[src/hw/rtl/htd_pkg.sv]
// htd_pkg: shared types and constants of the huffman tree decoder
// node record, input and result words, command and status codes; no dependencies
package htd_pkg;

  localparam int unsigned NODE_COUNT   = 255;
  localparam int unsigned NODE_W       = $clog2(NODE_COUNT);
  localparam int unsigned SYM_W        = 7;
  localparam int unsigned MAX_CODE_LEN = 32;
  localparam int unsigned CODE_W       = 32;
  localparam int unsigned LEN_W        = 6;
  localparam int unsigned BYTE_W       = 8;
  localparam int unsigned VBITS_W      = 4;
  localparam int unsigned CMD_W        = 2;
  localparam int unsigned STATUS_W     = 2;

  localparam logic [CMD_W-1:0] CMD_CLEAR  = 2'd0;
  localparam logic [CMD_W-1:0] CMD_LOAD   = 2'd1;
  localparam logic [CMD_W-1:0] CMD_DECODE = 2'd2;

  localparam logic [STATUS_W-1:0] ST_OK       = 2'd0;
  localparam logic [STATUS_W-1:0] ST_EMPTY    = 2'd1;
  localparam logic [STATUS_W-1:0] ST_LOADFAIL = 2'd2;

  typedef struct packed {
    logic [NODE_W-1:0] left;
    logic [NODE_W-1:0] right;
    logic [SYM_W-1:0]  sym;
  } node_t;

  typedef struct packed {
    logic [CMD_W-1:0]   cmd;
    logic [SYM_W-1:0]   symbol;
    logic [CODE_W-1:0]  code_bits;
    logic [LEN_W-1:0]   code_length;
    logic [BYTE_W-1:0]  data_byte;
    logic [VBITS_W-1:0] valid_bits;
  } req_t;

  typedef struct packed {
    logic [SYM_W-1:0]    decoded_symbol;
    logic [STATUS_W-1:0] status;
    logic                last;
  } res_t;

endpackage

[src/hw/rtl/htd_result_buf.sv]
// htd_result_buf: holding stage and output register for result words
// a word is held until the next one or the end of its item fixes its last flag; uses htd_pkg
module htd_result_buf (
  input  logic          clk_i,
  input  logic          rst_ni,
  input  logic          push_valid_i,
  input  htd_pkg::res_t push_data_i,
  output logic          push_ready_o,
  input  logic          close_i,
  output logic          out_valid_o,
  output htd_pkg::res_t out_data_o,
  input  logic          out_stall_i
);

  logic          held_v_q, held_v_d;
  htd_pkg::res_t held_q, held_d;
  logic          out_v_q, out_v_d;
  htd_pkg::res_t out_q, out_d;
  logic          out_free;
  logic          move;

  assign out_free     = !out_v_q || !out_stall_i;
  assign move         = held_v_q && out_free && (held_q.last || push_valid_i);
  assign push_ready_o = !held_v_q || out_free;

  always_comb begin
    held_v_d = held_v_q;
    held_d   = held_q;
    out_v_d  = out_v_q && out_stall_i;
    out_d    = out_q;
    if (move) begin
      out_v_d = 1'b1;
      out_d   = held_q;
    end
    if (push_valid_i && push_ready_o) begin
      held_v_d = 1'b1;
      held_d   = push_data_i;
    end else if (move) begin
      held_v_d = 1'b0;
    end else if (close_i && held_v_q) begin
      held_d.last = 1'b1;
    end
  end

  always_ff @(posedge clk_i or negedge rst_ni) begin
    if (!rst_ni) begin
      held_v_q <= 1'b0;
      out_v_q  <= 1'b0;
    end else begin
      held_v_q <= held_v_d;
      out_v_q  <= out_v_d;
    end
  end

  always_ff @(posedge clk_i) begin
    held_q <= held_d;
    out_q  <= out_d;
  end

  assign out_valid_o = out_v_q;
  assign out_data_o  = out_q;

endmodule

[config.mk]
export PLATFORM = sky130hd
export DESIGN_NAME = htd_result_buf
export DESIGN_NICKNAME = d
export VERILOG_FILES = /design/src/hw/rtl/htd_pkg.sv /design/src/hw/rtl/htd_result_buf.sv
export SDC_FILE = /design/constraint.sdc
export NUM_CORES = 1
export LEC_CHECK = 0
export BUFFER_PORTS_ARGS = -buffer_cell sky130_fd_sc_hd__buf_2
export CAP_MARGIN = 5
export CORE_MARGIN = 3
export CORE_UTILIZATION = 35
export DETAILED_ROUTE_END_ITERATION = 12
export GPL_TIMING_DRIVEN = 0
export HOLD_SLACK_MARGIN = 0.02
export PLACE_DENSITY = 0.66
export SLEW_MARGIN = 20
export SYNTH_ARGS = -nofsm -noshare
export SYNTH_HDL_FRONTEND = slang
export SYNTH_SLANG_ARGS = --single-unit
[constraint.sdc]
create_clock -name clk_i -period 1.9 [get_ports clk_i]
set_input_delay 0.285 -clock clk_i [delete_from_list [all_inputs] [get_ports clk_i]]
set_output_delay 0.285 -clock clk_i [all_outputs]
set_load 0.02 [all_outputs]
==> summary.md, run 1 <==
| Metric | Value |
|---|---|
| Status | finished, final reports clean |
| Die area | 2620 um2 |
| CP required | 1820 ps |
| Syn Area/Cell | 22.4 um2 |
| GRT overflow | 0 |
| Worst hold path class | input port to flop |
| Final Max Tran Viols | 0 |
| Post-Syn Nets | 47 |
| Synth Warn # | 0 |
| DR vias/cell | 4.32 |
| CTS Sinks | 22 |
| Total CTS buffers | 3 |
| H-tree depth | 1 |
| DRC Markers | 0 |
| CP Capture Type | flop |
| Cell variety after synth | 11 |
| Max Cap Viol | 0 |
| Setup TNS Final | 0 ps |
| I/O pins | 27 |
| Antenna diode count | 0 |
| Post-route antenna net violation count | 0 |
| Setup Buffers After CTS | 0 |
| Worst slew margin | 38.3% |
| Fin cells | 88 |
| Yosys reg bits | 22 |
| Final Hold Vio Count | 0 |
| Worst VDD drop | 0.000621 V |
| Vias | 380 |
| P_leak | ~0.36 nW |
| Largest net degree at the start of global routing | 13 |
| Clock buffer depth | 2 |
| Unrepaired setup endpoints after global routing | no |
| Share of layout cells above drive strength 1 | 47.6% |
| Critical Path AT | 1560 ps |
| PortBufs | 26 |
| Total Wirelength | 982 um |
| RePlAce Congestion | roughly 0.81 |
| Critical path class | flop to flop |
| Crit share post-route | 86.1% |
| First-pass GRT wire length | 1.48 mm |
| Placed instance count | 83 |
| Die width | 51.2 um |
| CTS tree | yes |
| Worst clock skew | 10.5 ps |
| Register area share after synthesis | between 90% and 100% |
| Starting Density | 39.3% |
| Worst-path clk slew | about 110 ps |
| Minimum clock period | 1640 ps |
| PostCTS Resize Cnt | 0 |
| Final setup viols | 0 |
| Top-count cell post-synth | edfxtp_1 |
| Ys async rst share | 9.09% |
| Ys flop type | edfxtp_1 |
| Clk_lat worst skew | 290 ps |
| Fmax | 612 MHz |
| Most area-hungry cell type in the Yosys netlist | edfxtp_1 |
| Synth top area cells | edfxtp_1 84%, dfrtp_1 7.0%, a21bo_1 1.4% |
| Hold buffers post-CTS | 1 |
| Number of global-route vias before repair | 323 |
| Most frequent cells after synthesis | 20 x edfxtp_1, 2 x dfrtp_1, 2 x nand2_1 |
| CTS root buf | clkbuf_4 |
| Worst-path fanout max | 10 |
| Cells after Synth | 32 |
| Core footprint | 1820 um2 |
| DR WL/cell | 11.2 um |
| Startpoint types | flop |
| HPWL after DPL | 731 um |
| Final nets | 79 |
| GRT Total Usage | ~8.1% |
| Iteration-0 DRC Markers | 7 |
| P per Cell Area | 978 nW/um2 |
| Site Rows | 15 |
| Slew @ Worst Pin | 925 ps |
| Synth top area share | 83.9% |
| Synthesized area | 716 um2 |
| Post-synth EDFFs | 20 |
| First-pass DRT Iterations | 4 |
| DIE HEIGHT | 51.2 um |
| Antenna violations before repair | 0 |
| Area growth syn-to-layout | 27.6% |
per-layer routing:
metal | GRT usage, % | wire length [um]
met1 | 11.8 | 432
met2 | 9.87 | 444
met3 | 3.79 | 104
met4 | 3.93 | 0
met5 | 0 | 0
kinds of logic (layout without fill, tap and decap cells):
logic type,after synthesis,in the layout,synth area share [%]
compound gates,5,5,5.42
buf+inv,0,31,0
flops,22,22,90.9
simple gates,5,5,3.67
power breakdown:
part           leakage (nW)  internal (W)  switching, W
logic                 0.134     0.0000360     0.0000659
registers             0.211      0.000576     0.0000119
clock network        0.0150     0.0000816      0.000121
total                 0.360      0.000694      0.000199
state kept, by name, summed over array words and instances (netlist names):
| name | cells |
|---|---|
| out_valid_o | 1 |
| held_v_q | 1 |
| held_q | 10 |
| out_data_o | 10 |
cell usage in the layout, fill, tap and decap left out, drive strengths merged:
master	instances
buf	26
edfxtp	20
and2	1
clkbuf	4
nand3	1
a21bo	1
nand3b	1
a21oi	1
a32o	1
nand2	2
dlygate4sd3	1
a21o	1
o21ai	1
dfrtp	2
layout make-up:
type | count | area [um2]
Sequential cell | 22 | 651
Tap cell | 25 | 31.3
Clock buffer | 4 | 26.3
Multi-Input combinational cell | 10 | 65.1
Timing Repair Buffer | 27 | 140
Fill cell | 158 | 907
worst max-delay path, cell delays in order, from the launching register on:
cell and delay (ps):
dfrtp_1 400, o21ai_0 140, a21oi_1 730
metrics by stage:
stage / power [W] / area (um2) / utilization [%] / hold WS [ps] / setup WS [ps]
after floorplan: 0.000655 / 716 / - / -10.6 / 452
after global placement: 0.000698 / 877 / 48.2 / 70.5 / 256
after detailed placement: 0.000701 / 877 / 48.2 / 70.1 / 213
after CTS: 0.000902 / 913 / 50.2 / 150 / 231
after global routing: 0.000935 / 913 / 50.2 / 133 / 83.0
final: 0.000893 / 913 / 50.2 / 157 / 265
worst paths after layout:
path | slack, ps | from | cells after the start | end
setup / recovery | 260 | held_v_q | 2 | out_data_o[9]
hold / removal | 160 | push_data_i[8] | 1 | held_q[8]
setup reg to reg | 260 | held_v_q | 2 | out_data_o[9]
hold reg to reg | 420 | held_q[2] | 0 | out_data_o[2]
max in group asynchronous | 1520 | rst_ni | 2 | out_valid_o
min in group asynchronous | 300 | rst_ni | 2 | held_v_q
Power figures use the tool's default switching activity.
==> run 2, diff against run 1 <==
GPL_TIMING_DRIVEN = default   (was 0)
PLACE_DENSITY = default   (was 0.66)
PLACE_DENSITY_LB_ADDON = 0.25   (was default)
==> run 2 against run 1 <==
Net effect:
- non-clock buffer count increased by 1
- sequential share of layout area decreased by 2.5 points
- worst hold slack got worse by 9.7 ps
- sequential power barely moved
- die area unchanged
- power is 16% higher
- combinational power barely moved
- count of clock-buffer cells in the layout fell by 1
- setup slack better by 260 ps
==> summary.md, run 2 (synthesized netlist as in run 1, its figures left out) <==
| Metric | Value |
|---|---|
| Crit share post-route | 72.2% (-14 points) |
| PostCTS Resize Cnt | 0 (unchanged) |
| Iteration-0 DRC Markers | 1 (-6) |
| CP required | 1620 ps (-200 ps) |
| Slowest cell delay on critical path | 430 ps (-300 ps) |
| Largest net degree at the start of global routing | 14 (+1) |
| GRT overflow | 0 (unchanged) |
| PortBufs | 26 (unchanged) |
| Critical R2R Capture | held_q[1] |
| Int Pwr | 0.000828 W (+19%) |
| Post-route antenna net violation count | 0 (unchanged) |
| Area growth syn-to-layout | 32.3% |
| RePlAce Congestion | 0.738 (-9.0%) |
| Hold WS | 147 ps (-9.70 ps) |
| DRC Markers | 0 (unchanged) |
| CP max-delay cell | dfrtp_1 |
| Worst-path fanout max | 5 (-5) |
| I/O pins | 27 (unchanged) |
| DR WL/cell | 12.0 um (+7.2%) |
| Power share of the clock group | 33.3% (+11 points) |
| Clk_lat worst skew | 300 ps (about the same) |
| P per Cell Area | 1100 nW/um2 (+12%) |
| First-pass DRT Iterations | 2 (-2) |
| Worst slew margin | 74.7% (+36 points) |
| Sequential share of power | 56.6% (-9.3 points) |
| Final Hold Vio Count | 0 (unchanged) |
| Unrepaired setup endpoints after global routing | no |
| Critical path class | flop to output pin |
| Most common cell after layout, fill and taps aside | buf_2 |
| Fillers | 159 (+0.63%) |
| Fmax | 729 MHz (+19%) |
| Worst hold path class | input port to flop |
| Antenna violations before repair | 0 (unchanged) |
| Worst R2R Setup Slack | 590 ps (+330 ps) |
| Total Wirelength | 1.07 mm (+8.5%) |
| Worst-path clk slew | 120 ps (about the same) |
| Cells on worst reg2reg path | 2 (unchanged) |
| Slew @ Worst Pin | 380 ps (-545 ps) |
| Worst clock skew | 5.21 ps (-5.30 ps) |
| H-tree depth | 1 (unchanged) |
| Hold Crit Depth | 1 (unchanged) |
| Clock buffer depth | 2 (unchanged) |
| Worst path cell trace | nand3_1 -> buf_2 |
| DR vias/cell | 4.33 (+0.18%) |
| Minimum clock period | 1370 ps (-264 ps) |
| GRT Total Usage | 9.20% (+1.1 points) |
| Final Max Tran Viols | 0 (unchanged) |
| DIE HEIGHT | 51.2 um (unchanged) |
| Final worst slack | 528 ps (+264 ps) |
| Status | finished, final reports clean |
| Site Rows | 15 (unchanged) |
| Setup TNS Final | 0 ps (unchanged) |
| CP Capture Type | output pin |
| Vias | 385 (+1.3%) |
| Die width | 51.2 um (unchanged) |
| CTS Sinks | 22 (unchanged) |
| WHS Endpoint | held_q[8] |
| CTS tree | yes |
| Startpoint types | flop |
| Critical Path AT | 1090 ps (-470 ps) |
| Starting Density | 39.3% (unchanged) |
| P_leak | 0.378 nW (+5.0%) |
| P_sw | 0.000211 W (+6.1%) |
| Final setup viols | 0 (unchanged) |
| Max Cap Viol | 0 (unchanged) |
| Antenna diode count | 0 (unchanged) |
| Most frequent cells in the layout | 26 x buf_2, 20 x edfxtp_1, 3 x clkbuf_4 |
| First-pass GRT wire length | 1.67 mm (+13%) |
| Final nets | 80 (+1.3%) |
| Total CTS buffers | 3 (unchanged) |
| Share of layout cells above drive strength 1 | 50.0% (+2.4 points) |
| CTS root buf | clkbuf_4 |
| Hold_sp | push_data_i[8] |
| Number of global-route vias before repair | 381 (+18%) |
| Die area | 2620 um2 (unchanged) |
| Fin cells | 89 (+1.1%) |
| Worst VDD drop | 0.000537 V (-13%) |
| Sw Ratio | 20.3% (-2.0 points) |
| Core footprint | 1820 um2 (unchanged) |
| Comb pwr share | 10.1% (-1.3 points) |
| Pre-CTS setup slack | 609 ps (+397 ps) |
| Placed instance count | 84 (+1.2%) |
| Reg-to-Reg Start | out_valid_o |
[run 2: cell types whose count changed in the layout (fill, tap and decap cells not counted), sizes merged]
cell and change:
bufinv +1, clkbuf -1, buf +1
[run 2: how the worst max path moves through the flow]
| stage | start | to | slack (ps) | depth (start not counted) |
|---|---|---|---|---|
| 6_report | out_valid_o | push_ready_o | 530 | 2 |
| 4_1_cts | out_valid_o | push_ready_o | 520 | 2 |
| 5_1_grt | out_valid_o | push_ready_o | 430 | 2 |
| 2_1_floorplan | out_valid_o | out_data_o[0] | 450 | 1 |
| 3_3_place_gp | out_stall_i | held_q[3] | 650 | 3 |
| 3_5_place_dp | out_stall_i | held_q[3] | 610 | 3 |
[run 2: timing repair]
action / CTS / global route
hold endpoints to repair: 2 / 0
hold buffers: 1 / 0
buffers inserted: 0 / 0
[run 2: routing by layer]
layer  GRT usage (%)  share of wire, %  vias to the layer above
li1                -                 -                      189
met1            9.27                35                      175
met2            16.7                56                       19
met3            2.62               7.6                        2
met4            5.24               1.4                        0
met5               0                 0                        -
[run 2: layout make-up]
class,instances,area (um2),share of cell area (%)
flip-flops and latches,22,651,68.7
repair buffers,28,148,15.6
clock buffers,3,22.5,2.38
well taps,25,31.3,3.30
multi-input cells,10,65.1,6.87
clock inverters,1,30.0,3.17
[run 2: power by group through the flow]
stage	clock network (W)	registers, W	logic (W)
after floorplan	0	0.000626	0.0000292
after global placement	0	0.000598	0.000105
after detailed placement	0	0.000601	0.000105
after global routing	0.000382	0.000593	0.000114
final	0.000346	0.000588	0.000105
after CTS	0.000358	0.000590	0.000107
[run 2: critical path: cells and delay by family (launching register included)]
kind / cells / cell delay (ps)
flip-flops: 1 / 430
buffers and inverters: 1 / 190
AND/OR/NAND/NOR: 1 / 160
[run 2: per-stage QoR]
stage | util (%) | cell area [um2] | power, W
after floorplan | - | 716 | 0.000655
after global placement | 48.6 | 885 | 0.000702
after detailed placement | 48.6 | 885 | 0.000705
after CTS | 52.0 | 947 | 0.00105
after global routing | 52.0 | 947 | 0.00109
final | 52.0 | 947 | 0.00104
